[src/rtl/mtca_pkg.sv]
// ----------------------------------------------------------------------------
// mtca_pkg
// Shared types and constants for the mouse to camera axis block.
// ----------------------------------------------------------------------------
package mtca_pkg;

  // Input item kinds carried on in_tuser.
  typedef enum logic [1:0] {
    CMD_MOUSE = 2'd0,
    CMD_STICK = 2'd1,
    CMD_TICK  = 2'd2
  } cmd_t;

  // Configuration register indexes.
  localparam logic CFG_SENS   = 1'b0;
  localparam logic CFG_INVERT = 1'b1;

  localparam int SENS_W    = 7;
  localparam int VAL_W     = 16;
  localparam int STICK_W   = 8;
  localparam int AXX_W     = 13;
  localparam int AXY_W     = 8;
  localparam int REM_W     = 6;
  localparam int FRAC      = 40;
  localparam int HALF      = 20;
  localparam int STICK_MAX = 127;
  localparam int LANE_LAT  = 8;

  localparam logic [SENS_W-1:0] SENS_RESET = 7'd12;

  // Control from the top level to each axis lane.
  typedef struct packed {
    logic adv;
    logic add;
    logic tick;
  } lane_ctl_t;

  // Per-item information that travels beside the lanes to the merge stage.
  typedef struct packed {
    logic                       valid;
    cmd_t                       cmd;
    logic signed [STICK_W-1:0]  stick_x;
    logic signed [STICK_W-1:0]  stick_y;
  } pipe_t;

endpackage

[src/rtl/mtca_lane.sv]
// ----------------------------------------------------------------------------
// mtca_lane
// One axis: saturating mouse accumulator, drain on frame tick, exact
// scaling by sensitivity*11/40 with carried fortieths, rounding and clamp.
// ----------------------------------------------------------------------------
module mtca_lane #(
  parameter int ACCUM_WIDTH = 24,
  parameter int MAX_AXIS    = 4000
) (
  input  logic                                   clk,
  input  logic                                   rst_n,
  input  mtca_pkg::lane_ctl_t                    ctl,
  input  logic signed [mtca_pkg::VAL_W-1:0]      delta,
  input  logic [mtca_pkg::SENS_W-1:0]            sens,
  output logic signed [$clog2(MAX_AXIS+1):0]     whole
);
  import mtca_pkg::*;

  function automatic int pow2_mod5(input int n);
    int res;
    case (n & 3)
      0:       res = 1;
      1:       res = 2;
      2:       res = 4;
      default: res = 3;
    endcase
    return res;
  endfunction

  // Reduce a small digit sum modulo 5 (16 is 1 modulo 5).
  function automatic logic [2:0] fold5(input logic [7:0] s);
    logic [4:0] f;
    f = 5'(s[7:4]) + 5'(s[3:0]);
    if (f >= 5'd20) f = f - 5'd20;
    if (f >= 5'd10) f = f - 5'd10;
    if (f >= 5'd5)  f = f - 5'd5;
    return f[2:0];
  endfunction

  // Combine residues modulo 5 and modulo 8 into a residue modulo 40.
  function automatic logic [5:0] crt40(input logic [2:0] q5, input logic [2:0] r8);
    logic [5:0] res;
    logic [5:0] jj;
    logic [2:0] c5;
    res = '0;
    c5  = '0;
    for (int j = 0; j < FRAC; j++) begin
      jj = 6'(j);
      if (jj[2:0] == r8 && c5 == q5) res = jj;
      c5 = (c5 == 3'd4) ? 3'd0 : c5 + 3'd1;
    end
    return res;
  endfunction

  localparam int PW    = ACCUM_WIDTH + SENS_W + 1;
  localparam int NIB   = (PW + 3) / 4;
  localparam int PAD   = NIB * 4;
  localparam int TW    = ACCUM_WIDTH + SENS_W + 5;
  localparam int C5    = pow2_mod5(PW);
  localparam int DIVW  = $clog2(5 * MAX_AXIS + 1);
  localparam int RK    = DIVW + 3;
  localparam int WW    = $clog2(MAX_AXIS + 1) + 1;

  localparam logic [RK-1:0]             RECIP   = RK'(((1 << RK) + 4) / 5);
  localparam logic signed [TW-1:0]      SAT_POS = TW'(FRAC * MAX_AXIS);
  localparam logic signed [TW-1:0]      SAT_NEG = -SAT_POS;
  localparam logic signed [WW-1:0]      AX_POS  = WW'(MAX_AXIS);
  localparam logic signed [WW-1:0]      AX_NEG  = -AX_POS;
  localparam logic signed [ACCUM_WIDTH-1:0] ACC_MAX = {1'b0, {(ACCUM_WIDTH-1){1'b1}}};
  localparam logic signed [ACCUM_WIDTH-1:0] ACC_MIN = {1'b1, {(ACCUM_WIDTH-1){1'b0}}};

  // Accumulator and carry state.
  logic signed [ACCUM_WIDTH-1:0] pend_r, pend_nxt;
  logic signed [ACCUM_WIDTH:0]   psum;
  logic signed [REM_W-1:0]       rem_r, rem_nxt;

  // Pipeline stages.
  logic                          s1_tick_r, s2_tick_r, s3_tick_r, s4_tick_r;
  logic signed [ACCUM_WIDTH-1:0] s1_pend_r;
  logic signed [PW-1:0]          s2_p_r;
  logic [7:0]                    s3_sum_r;
  logic [2:0]                    s3_lo_r;
  logic                          s3_neg_r, s3_big_r;
  logic signed [1:0]             s3_psm_r;
  logic signed [TW-1:0]          s3_p11_r;
  logic [8:0]                    s4_u0_r;
  logic                          s4_neg_r, s4_big_r;
  logic signed [1:0]             s4_psm_r;
  logic signed [TW-1:0]          s4_p11_r;
  logic signed [TW-1:0]          s5_t_r;
  logic signed [REM_W-1:0]       s5_rem_r;
  logic signed [TW-1:0]          s6_d_r;
  logic                          s7_hi_r, s7_lo_r, s7_neg_r;
  logic [DIVW-1:0]               s7_b_r;
  logic signed [WW-1:0]          s8_whole_r;

  // Combinational values per stage.
  logic signed [PW-1:0]          prod;
  logic [PAD-1:0]                pu;
  logic [7:0]                    nsum;
  logic signed [TW-1:0]          pe, p11;
  logic                          psmall;
  logic [2:0]                    q5a, q5;
  logic [5:0]                    pm;
  logic [8:0]                    u0;
  logic signed [10:0]            vs;
  logic [9:0]                    vu, m10;
  logic [5:0]                    m;
  logic signed [6:0]             tsmall;
  logic                          tneg;
  logic [TW-1:0]                 ad;
  logic [DIVW+RK-1:0]            qp;
  logic [DIVW-1:0]               qf;
  logic signed [WW-1:0]          qs, whole_nxt;

  // Saturating accumulate; a frame tick drains the accumulator.
  always_comb begin
    psum = {pend_r[ACCUM_WIDTH-1], pend_r}
         + {{(ACCUM_WIDTH+1-VAL_W){delta[VAL_W-1]}}, delta};
    if (ctl.tick) begin
      pend_nxt = '0;
    end else if (ctl.add) begin
      if (psum[ACCUM_WIDTH] != psum[ACCUM_WIDTH-1]) begin
        pend_nxt = psum[ACCUM_WIDTH] ? ACC_MIN : ACC_MAX;
      end else begin
        pend_nxt = psum[ACCUM_WIDTH-1:0];
      end
    end else begin
      pend_nxt = pend_r;
    end
  end

  always_comb begin
    prod = s1_pend_r * $signed({1'b0, sens});
  end

  // Digit sum of the product for its residue modulo 5, and the product times 11.
  always_comb begin
    pu   = PAD'($unsigned(s2_p_r));
    nsum = '0;
    for (int i = 0; i < NIB; i++) begin
      nsum = nsum + 8'(pu[4*i +: 4]);
    end
    pe     = TW'(s2_p_r);
    p11    = (pe <<< 3) + (pe <<< 1) + pe;
    psmall = (s2_p_r == 0) || (s2_p_r == 1) || (s2_p_r == -1);
  end

  // Residue of the product modulo 40, then times 11.
  always_comb begin
    q5a = fold5(s3_sum_r);
    if (!s3_neg_r) begin
      q5 = q5a;
    end else if (q5a >= 3'(C5)) begin
      q5 = q5a - 3'(C5);
    end else begin
      q5 = q5a + 3'(5 - C5);
    end
    pm = crt40(q5, s3_lo_r);
    u0 = {pm, 3'b000} + {2'b00, pm, 1'b0} + {3'b000, pm};
  end

  // New carry: the scaled value modulo 40, folded into -20..20.
  always_comb begin
    vs  = $signed({2'b00, s4_u0_r}) + 11'(rem_r) + 11'sd40;
    vu  = vs[9:0];
    m10 = vu;
    for (int j = 1; j <= 12; j++) begin
      if (vu >= 10'(FRAC * j)) m10 = vu - 10'(FRAC * j);
    end
    m = m10[5:0];
    case (s4_psm_r)
      2'sb01:  tsmall = 7'(rem_r) + 7'sd11;
      2'sb11:  tsmall = 7'(rem_r) - 7'sd11;
      default: tsmall = 7'(rem_r);
    endcase
    tneg = s4_big_r ? s4_neg_r : tsmall[6];
    if (m < 6'(HALF)) begin
      rem_nxt = REM_W'(m);
    end else if (m > 6'(HALF)) begin
      rem_nxt = REM_W'(m) - REM_W'(FRAC);
    end else begin
      // Exact half rounds away from zero.
      rem_nxt = tneg ? REM_W'(HALF) : -REM_W'(HALF);
    end
  end

  // Exact quotient by 40 of the rounded value, with clamp.
  always_comb begin
    ad = s6_d_r[TW-1] ? $unsigned(-s6_d_r) : $unsigned(s6_d_r);
    qp = (DIVW+RK)'(s7_b_r) * (DIVW+RK)'(RECIP);
    qf = qp[DIVW+RK-1:RK];
    qs = WW'(qf);
    if (s7_hi_r) begin
      whole_nxt = AX_POS;
    end else if (s7_lo_r) begin
      whole_nxt = AX_NEG;
    end else begin
      whole_nxt = s7_neg_r ? -qs : qs;
    end
  end

  always_ff @(posedge clk) begin
    if (!rst_n) begin
      pend_r    <= '0;
      rem_r     <= '0;
      s1_tick_r <= 1'b0;
      s2_tick_r <= 1'b0;
      s3_tick_r <= 1'b0;
      s4_tick_r <= 1'b0;
    end else if (ctl.adv) begin
      pend_r    <= pend_nxt;
      s1_tick_r <= ctl.tick;
      s2_tick_r <= s1_tick_r;
      s3_tick_r <= s2_tick_r;
      s4_tick_r <= s3_tick_r;
      if (s4_tick_r) rem_r <= rem_nxt;
    end
  end

  always_ff @(posedge clk) begin
    if (ctl.adv) begin
      s1_pend_r  <= pend_r;
      s2_p_r     <= prod;
      s3_sum_r   <= nsum;
      s3_lo_r    <= s2_p_r[2:0];
      s3_neg_r   <= s2_p_r[PW-1];
      s3_big_r   <= !psmall;
      s3_psm_r   <= s2_p_r[1:0];
      s3_p11_r   <= p11;
      s4_u0_r    <= u0;
      s4_neg_r   <= s3_neg_r;
      s4_big_r   <= s3_big_r;
      s4_psm_r   <= s3_psm_r;
      s4_p11_r   <= s3_p11_r;
      s5_t_r     <= s4_p11_r + TW'(rem_r);
      s5_rem_r   <= rem_nxt;
      s6_d_r     <= s5_t_r - TW'(s5_rem_r);
      s7_hi_r    <= s6_d_r > SAT_POS;
      s7_lo_r    <= s6_d_r < SAT_NEG;
      s7_neg_r   <= s6_d_r[TW-1];
      s7_b_r     <= ad[DIVW+2:3];
      s8_whole_r <= whole_nxt;
    end
  end

  assign whole = s8_whole_r;

`ifndef SYNTHESIS
  a_rem_range: assert property (@(posedge clk) disable iff (!rst_n)
    (rem_r >= -20) && (rem_r <= 20))
    else $error("carry left the range of half a unit");

  a_drain_clears: assert property (@(posedge clk) disable iff (!rst_n)
    ctl.adv && ctl.tick |=> pend_r == '0)
    else $error("accumulator not cleared by frame tick");
`endif

endmodule

[src/rtl/mtca_merge.sv]
// ----------------------------------------------------------------------------
// mtca_merge
// Combines both lanes with the stick axes, keeps the frame values and
// holds the result item in the output register.
// ----------------------------------------------------------------------------
module mtca_merge #(
  parameter int MAX_AXIS = 4000
) (
  input  logic                                   clk,
  input  logic                                   rst_n,
  input  logic                                   adv,
  input  mtca_pkg::pipe_t                        stage,
  input  logic signed [$clog2(MAX_AXIS+1):0]     whole_x,
  input  logic signed [$clog2(MAX_AXIS+1):0]     whole_y,
  input  logic                                   invert,
  output logic                                   out_valid,
  output logic signed [mtca_pkg::AXX_W-1:0]      axis_x,
  output logic signed [mtca_pkg::AXY_W-1:0]      axis_y
);
  import mtca_pkg::*;

  logic signed [AXX_W-1:0]   frame_x_r, frame_x_nxt;
  logic signed [AXY_W-1:0]   frame_y_r, frame_y_nxt;
  logic signed [STICK_W-1:0] stick_x_r, stick_x_nxt;
  logic signed [STICK_W-1:0] stick_y_r, stick_y_nxt;
  logic                      valid_r;
  logic signed [AXX_W-1:0]   axis_x_r, axis_x_nxt;
  logic signed [AXY_W-1:0]   axis_y_r, axis_y_nxt;
  logic signed [AXY_W-1:0]   ycl;

  always_comb begin
    if (whole_y > STICK_MAX) begin
      ycl = AXY_W'(STICK_MAX);
    end else if (whole_y < -STICK_MAX) begin
      ycl = -AXY_W'(STICK_MAX);
    end else begin
      ycl = AXY_W'(whole_y);
    end

    frame_x_nxt = frame_x_r;
    frame_y_nxt = frame_y_r;
    stick_x_nxt = stick_x_r;
    stick_y_nxt = stick_y_r;
    if (stage.valid) begin
      case (stage.cmd)
        CMD_STICK: begin
          stick_x_nxt = stage.stick_x;
          stick_y_nxt = stage.stick_y;
        end
        CMD_TICK: begin
          frame_x_nxt = AXX_W'(whole_x);
          frame_y_nxt = invert ? ycl : -ycl;
        end
        default: begin
        end
      endcase
    end

    // A nonzero stick deflection wins over the mouse on its axis.
    axis_x_nxt = (stick_x_nxt != 0) ? AXX_W'(stick_x_nxt) : frame_x_nxt;
    axis_y_nxt = (stick_y_nxt != 0) ? stick_y_nxt : frame_y_nxt;
  end

  always_ff @(posedge clk) begin
    if (!rst_n) begin
      frame_x_r <= '0;
      frame_y_r <= '0;
      stick_x_r <= '0;
      stick_y_r <= '0;
      valid_r   <= 1'b0;
    end else if (adv) begin
      frame_x_r <= frame_x_nxt;
      frame_y_r <= frame_y_nxt;
      stick_x_r <= stick_x_nxt;
      stick_y_r <= stick_y_nxt;
      valid_r   <= stage.valid;
    end
  end

  always_ff @(posedge clk) begin
    if (adv && stage.valid) begin
      axis_x_r <= axis_x_nxt;
      axis_y_r <= axis_y_nxt;
    end
  end

  assign out_valid = valid_r;
  assign axis_x    = axis_x_r;
  assign axis_y    = axis_y_r;

endmodule

[src/rtl/mouse_to_camera_axis.sv]
// ----------------------------------------------------------------------------
// mouse_to_camera_axis
// Mouse motion and stick deflection to two camera axis values.
// ----------------------------------------------------------------------------
// The block takes one item per clock unless the result side stalls, and
// returns one result item for every item, in order. Each axis has its own
// lane: an eight-stage pipeline that accumulates mouse counts and, on a frame
// tick, scales the drained count by sensitivity*11/40 with an exact carry in
// fortieths; a merge stage then applies the stick override and fills the
// output register. The carry is closed in a single lane stage, so frame
// ticks may follow one another in consecutive cycles. When the result side
// stalls, the whole pipeline holds and in_tready falls. There is no clearing
// pass after reset. Configuration must be written while no item is in
// flight; the block itself does not enforce this.
// ----------------------------------------------------------------------------
module mouse_to_camera_axis #(
  parameter int ACCUM_WIDTH = 24,
  parameter int MAX_AXIS    = 4000
) (
  input  logic        clk,
  input  logic        rst_n,
  input  logic        in_tvalid,
  output logic        in_tready,
  input  logic [31:0] in_tdata,   // value_x [15:0], value_y [31:16]
  input  logic [1:0]  in_tuser,   // command [1:0]
  output logic        out_tvalid,
  input  logic        out_tready,
  output logic [23:0] out_tdata,  // axis_x [12:0], axis_y [20:13], zero [23:21]
  input  logic        cfg_we,
  input  logic        cfg_index,
  input  logic [6:0]  cfg_wdata
);
  import mtca_pkg::*;

  localparam int WW = $clog2(MAX_AXIS + 1) + 1;

  function automatic logic signed [STICK_W-1:0] clamp_stick(
    input logic signed [VAL_W-1:0] v
  );
    logic signed [STICK_W-1:0] res;
    if (v > STICK_MAX) begin
      res = STICK_W'(STICK_MAX);
    end else if (v < -STICK_MAX) begin
      res = -STICK_W'(STICK_MAX);
    end else begin
      res = STICK_W'(v);
    end
    return res;
  endfunction

  logic [SENS_W-1:0]        sens_r;
  logic                     invert_r;
  logic                     adv;
  logic                     accept;
  cmd_t                     cmd;
  logic signed [VAL_W-1:0]  value_x, value_y;
  lane_ctl_t                ctl;
  pipe_t                    pipe_r [LANE_LAT];
  pipe_t                    pipe_nxt;
  logic signed [WW-1:0]     whole_x, whole_y;
  logic signed [AXX_W-1:0]  axis_x;
  logic signed [AXY_W-1:0]  axis_y;

  assign cmd     = cmd_t'(in_tuser);
  assign value_x = in_tdata[15:0];
  assign value_y = in_tdata[31:16];

  // Everything moves together unless the output register is full and held.
  assign adv       = !out_tvalid || out_tready;
  assign in_tready = adv;
  assign accept    = in_tvalid && adv;

  always_comb begin
    ctl.adv  = adv;
    ctl.add  = accept && (cmd == CMD_MOUSE);
    ctl.tick = accept && (cmd == CMD_TICK);

    pipe_nxt.valid   = accept;
    pipe_nxt.cmd     = cmd;
    pipe_nxt.stick_x = clamp_stick(value_x);
    pipe_nxt.stick_y = clamp_stick(value_y);
  end

  always_ff @(posedge clk) begin
    if (!rst_n) begin
      sens_r   <= SENS_RESET;
      invert_r <= 1'b0;
    end else if (cfg_we) begin
      case (cfg_index)
        CFG_SENS:   sens_r   <= cfg_wdata;
        CFG_INVERT: invert_r <= cfg_wdata[0];
        default: begin
        end
      endcase
    end
  end

  always_ff @(posedge clk) begin
    if (!rst_n) begin
      for (int i = 0; i < LANE_LAT; i++) pipe_r[i] <= '0;
    end else if (adv) begin
      pipe_r[0] <= pipe_nxt;
      for (int i = 1; i < LANE_LAT; i++) pipe_r[i] <= pipe_r[i-1];
    end
  end

  mtca_lane #(
    .ACCUM_WIDTH (ACCUM_WIDTH),
    .MAX_AXIS    (MAX_AXIS)
  ) u_lane_x (
    .clk   (clk),
    .rst_n (rst_n),
    .ctl   (ctl),
    .delta (value_x),
    .sens  (sens_r),
    .whole (whole_x)
  );

  mtca_lane #(
    .ACCUM_WIDTH (ACCUM_WIDTH),
    .MAX_AXIS    (MAX_AXIS)
  ) u_lane_y (
    .clk   (clk),
    .rst_n (rst_n),
    .ctl   (ctl),
    .delta (value_y),
    .sens  (sens_r),
    .whole (whole_y)
  );

  mtca_merge #(
    .MAX_AXIS (MAX_AXIS)
  ) u_merge (
    .clk       (clk),
    .rst_n     (rst_n),
    .adv       (adv),
    .stage     (pipe_r[LANE_LAT-1]),
    .whole_x   (whole_x),
    .whole_y   (whole_y),
    .invert    (invert_r),
    .out_valid (out_tvalid),
    .axis_x    (axis_x),
    .axis_y    (axis_y)
  );

  assign out_tdata = {3'b000, axis_y, axis_x};

`ifndef SYNTHESIS
  a_out_from_pipe: assert property (@(posedge clk) disable iff (!rst_n)
    $rose(out_tvalid) |-> $past(pipe_r[LANE_LAT-1].valid))
    else $error("result item without an item at the end of the pipeline");

  a_pipe_holds: assert property (@(posedge clk) disable iff (!rst_n)
    !adv |=> $stable(pipe_r[0]) && $stable(pipe_r[LANE_LAT-1]))
    else $error("pipeline moved while the output was held");
`endif

endmodule
[config.mk]
export PLATFORM = sky130hd
export DESIGN_NAME = mouse_to_camera_axis
export DESIGN_NICKNAME = d
export VERILOG_FILES = /design/src/rtl/mtca_pkg.sv /design/src/rtl/mtca_lane.sv /design/src/rtl/mtca_merge.sv /design/src/rtl/mouse_to_camera_axis.sv
export SDC_FILE = /design/constraint.sdc
export NUM_CORES = 2
export LEC_CHECK = 0
export ABC_AREA = 1
export BUFFER_PORTS_ARGS = -buffer_cell sky130_fd_sc_hd__buf_2
export CELL_PAD_IN_SITES_DETAIL_PLACEMENT = 1
export CELL_PAD_IN_SITES_GLOBAL_PLACEMENT = 1
export CORE_ASPECT_RATIO = 1.4
export CORE_MARGIN = 1.5
export CORE_UTILIZATION = 55
export CTS_CLUSTER_SIZE = 16
export DETAILED_ROUTE_END_ITERATION = 10
export GPL_TIMING_DRIVEN = 0
export HOLD_SLACK_MARGIN = 0.15
export PLACE_DENSITY_LB_ADDON = 0.1
export REMOVE_ABC_BUFFERS = 1
export SETUP_SLACK_MARGIN = 0.02
export SYNTH_ARGS = -nofsm -noshare
export SYNTH_HDL_FRONTEND = slang
export SYNTH_SLANG_ARGS = --single-unit
export TNS_END_PERCENT = 20
[constraint.sdc]
create_clock -name clk -period 21.8 [get_ports clk]
set_clock_uncertainty 0.15 [all_clocks]
set_input_delay 1.09 -clock clk [delete_from_list [all_inputs] [get_ports clk]]
set_output_delay 1.09 -clock clk [all_outputs]
set_load 0.02 [all_outputs]
==> results.toml <==
[clock_tree]
cts_setup_buffers = 0
clock_latency_ps = 700
cts_buffers = 86
cts_hold_buf = 0
cts_tree = "yes"
clock-sinks = 805
ctsHtreeMaxLevel = 3
root_buffer = "clkbuf_16"
clockBufferDepth = 3
ctsResizeCount = 0
path_clk_slew_ps = 70

[synth]
synth_area_mm2 = 0.06651
async_reset_ff_share_pct = 0
avgSynthCellArea_um2 = 9.217
synthDistinctLibCells = 72
seq_area_frac_synth_pct = 34.69
synth_enable_flop_cells = 695
yosysWarningCount = 0
synthFlopType = "edfxtp_1"
synth_area_leader_cell = "edfxtp_1"
netlist_instances = 7216
synth_seq_cells = 805
synth_area_leaders = "edfxtp_1 31%, fa_1 15%, ha_1 14%"
synth_top_area_share_pct = 31.38

[floorplanning]
io_pins = 73
die_area_mm2 = 0.1231
die_h_um = 414.5
die_w_um = 296.9
num_rows = 150
initial_utilization_pct = 55.54
core_mm2 = 0.1197

[worst_hold_path]
hold_class = "flip-flop to flip-flop"
holdPathStages = 0

[grt]
grt_pass1_wl_um = 267900
grt_max_degree = 130
grtUsageTotal_pct = 26.45
grt_overflow_total = 0
grt_pass1_vias = 54590
antenna_found_initial = 1

[timing]
max_freq_mhz = 139.1
rsz0062_at_grt = "false"
finalSetupViolCount = 0
slew_headroom_pct = 19.49
min_period_over_period_pct = 32.97
fin_setup_tns_ps = 0
fin_crit_ps = 7187
worst_slew_pin_slew_ps = 1204
final-hold-violation-count = 0
finalMaxSlewViolations = 0
hold_ws_ps = 255.9

[routing]
ant_nets = 0
drtPass1Iterations = 5
drt_iter0_drc = 2032
avgViaCountPerCell = 5.453
routedWlPerCell_um = 17.95
drc = 0
wl_um = 160800
vias = 48860

[final_layout]
final_core_utilization_pct = 59.93
post_route_cells_drive_above_1_share_pct = 4.468
final_cells = 8960
num_antenna_cells = 0
fillers = 13750
final_common_cell = "inv_1"
layout.nets = 8570
register_area_mm2 = 0.02308
final_cell_mix = "1,497 x inv_1, 1,230 x nand2_1, 745 x ha_1"
multi_input_area_mm2 = 0.03734
syn2layout_area_growth_pct = 7.903

[setup_path]
crit_type = "flip-flop to flip-flop"
required_ps = 22090
end_kind = "flip-flop"
arrival_ps = 7480
max_stage_delay_ps = 600
start_kind = "flip-flop"
rr_worst_depth = 27
cp_max_fo = 5
cp_slowest_cell = "fa_1"

[placed_design]
port_buffers = 69
placed_cells = 8800
gp_congestion = 0.8522
place_hpwl_um = 126500

[status]
status = "complete, no violations"

[job]
drv_cap = 0
[metal layers]
metal  global-route usage, %  part of all wire [%]
met1                   29.22                    39
met2                   51.71                    55
met3                   2.509                   2.6
met4                   9.806                   3.5
met5                       0                     0
[kinds of logic (layout without fill, tap and decap cells)]
logic type | Yosys count | count (layout) | share of synthesized area (%)
fa+ha+maj | 1231 | 1231 | 28.64
xor+xnor | 407 | 407 | 5.422
buf+inv | 1622 | 1768 | 9.211
other cells | 1 | 3 | 0.005638
simple gates | 2062 | 2062 | 12.91
compound gates | 1088 | 1088 | 9.117
flops | 805 | 805 | 34.69
[sequential cells by signal, summed over array words and instances (netlist names), 9 cells and up]
signal              count
pipe_r                152
u_lane_x.pend_r        24
u_lane_x.pu            32
u_lane_x.s1_pend_r     24
u_lane_x.s3_p11_r      36
u_lane_x.s4_p11_r      36
u_lane_x.s4_u0_r        9
u_lane_x.s5_t_r        36
u_lane_x.s6_d_r        36
u_lane_x.s7_b_r        15
u_lane_x.whole         13
u_lane_y.pend_r        24
u_lane_y.pu            32
u_lane_y.s1_pend_r     24
u_lane_y.s3_p11_r      36
u_lane_y.s4_p11_r      36
u_lane_y.s4_u0_r        9
u_lane_y.s5_t_r        36
u_lane_y.s6_d_r        36
u_lane_y.s7_b_r        15
u_lane_y.whole         13
u_merge.axis_x         13
u_merge.frame_x_r      13
[through the flow]
step                cell area [µm²]  setup slack [ps]
global route                  71770             14040
global placement              68450              1727
finish                        71770             14610
detailed placement            68900             14600
floorplan                     66110              7811
CTS                           71760             14590
[worst max-delay path: cells and delay by family (launching register included)]
family / cells / cell delay, ps
AO/OA/AOI/OAI: 7 / 1420
XOR/XNOR: 2 / 380
adder cells (fa/ha/maj): 7 / 3330
buffers and inverters: 3 / 210
flip-flops: 1 / 510
AND/OR/NAND/NOR: 8 / 900
[final cells by class]
class / instances / share of cell area, %
Clock buffer: 110 / 3.211
Clock inverter: 50 / 0.7724
Inverter: 1523 / 7.990
Multi-Input combinational cell: 4791 / 52.03
Sequential cell: 805 / 32.17
Tap cell: 1596 / 2.783
Timing Repair Buffer: 85 / 1.050
[final timing paths]
path                              start               endpoint  slack, ps
setup / recovery     u_lane_x.s7_b_r[9]     u_lane_x.whole[12]      14610
hold / removal    u_lane_x.s3_p11_r[11]  u_lane_x.s4_p11_r[11]        260
setup reg to reg     u_lane_x.s7_b_r[9]     u_lane_x.whole[12]      14610
hold reg to reg   u_lane_x.s3_p11_r[11]  u_lane_x.s4_p11_r[11]        260
[cell usage after synthesis (all sizes together), types with 32 or more instances]
| library cell | instances |
|---|---|
| inv | 1522 |
| nand2 | 1254 |
| ha | 745 |
| edfxtp | 695 |
| a21oi | 547 |
| fa | 486 |
| nor2 | 415 |
| o21ai | 320 |
| xor2 | 257 |
| nand3 | 185 |
| xnor2 | 150 |
| dfxtp | 110 |
| nand4 | 90 |
| clkbuf | 84 |
| nor3 | 59 |
| o22ai | 34 |
| a31oi | 33 |
| nor4 | 32 |
Power is not shown: default switching activity piles up to over one toggle a cycle in this logic, so the estimate is an artifact.
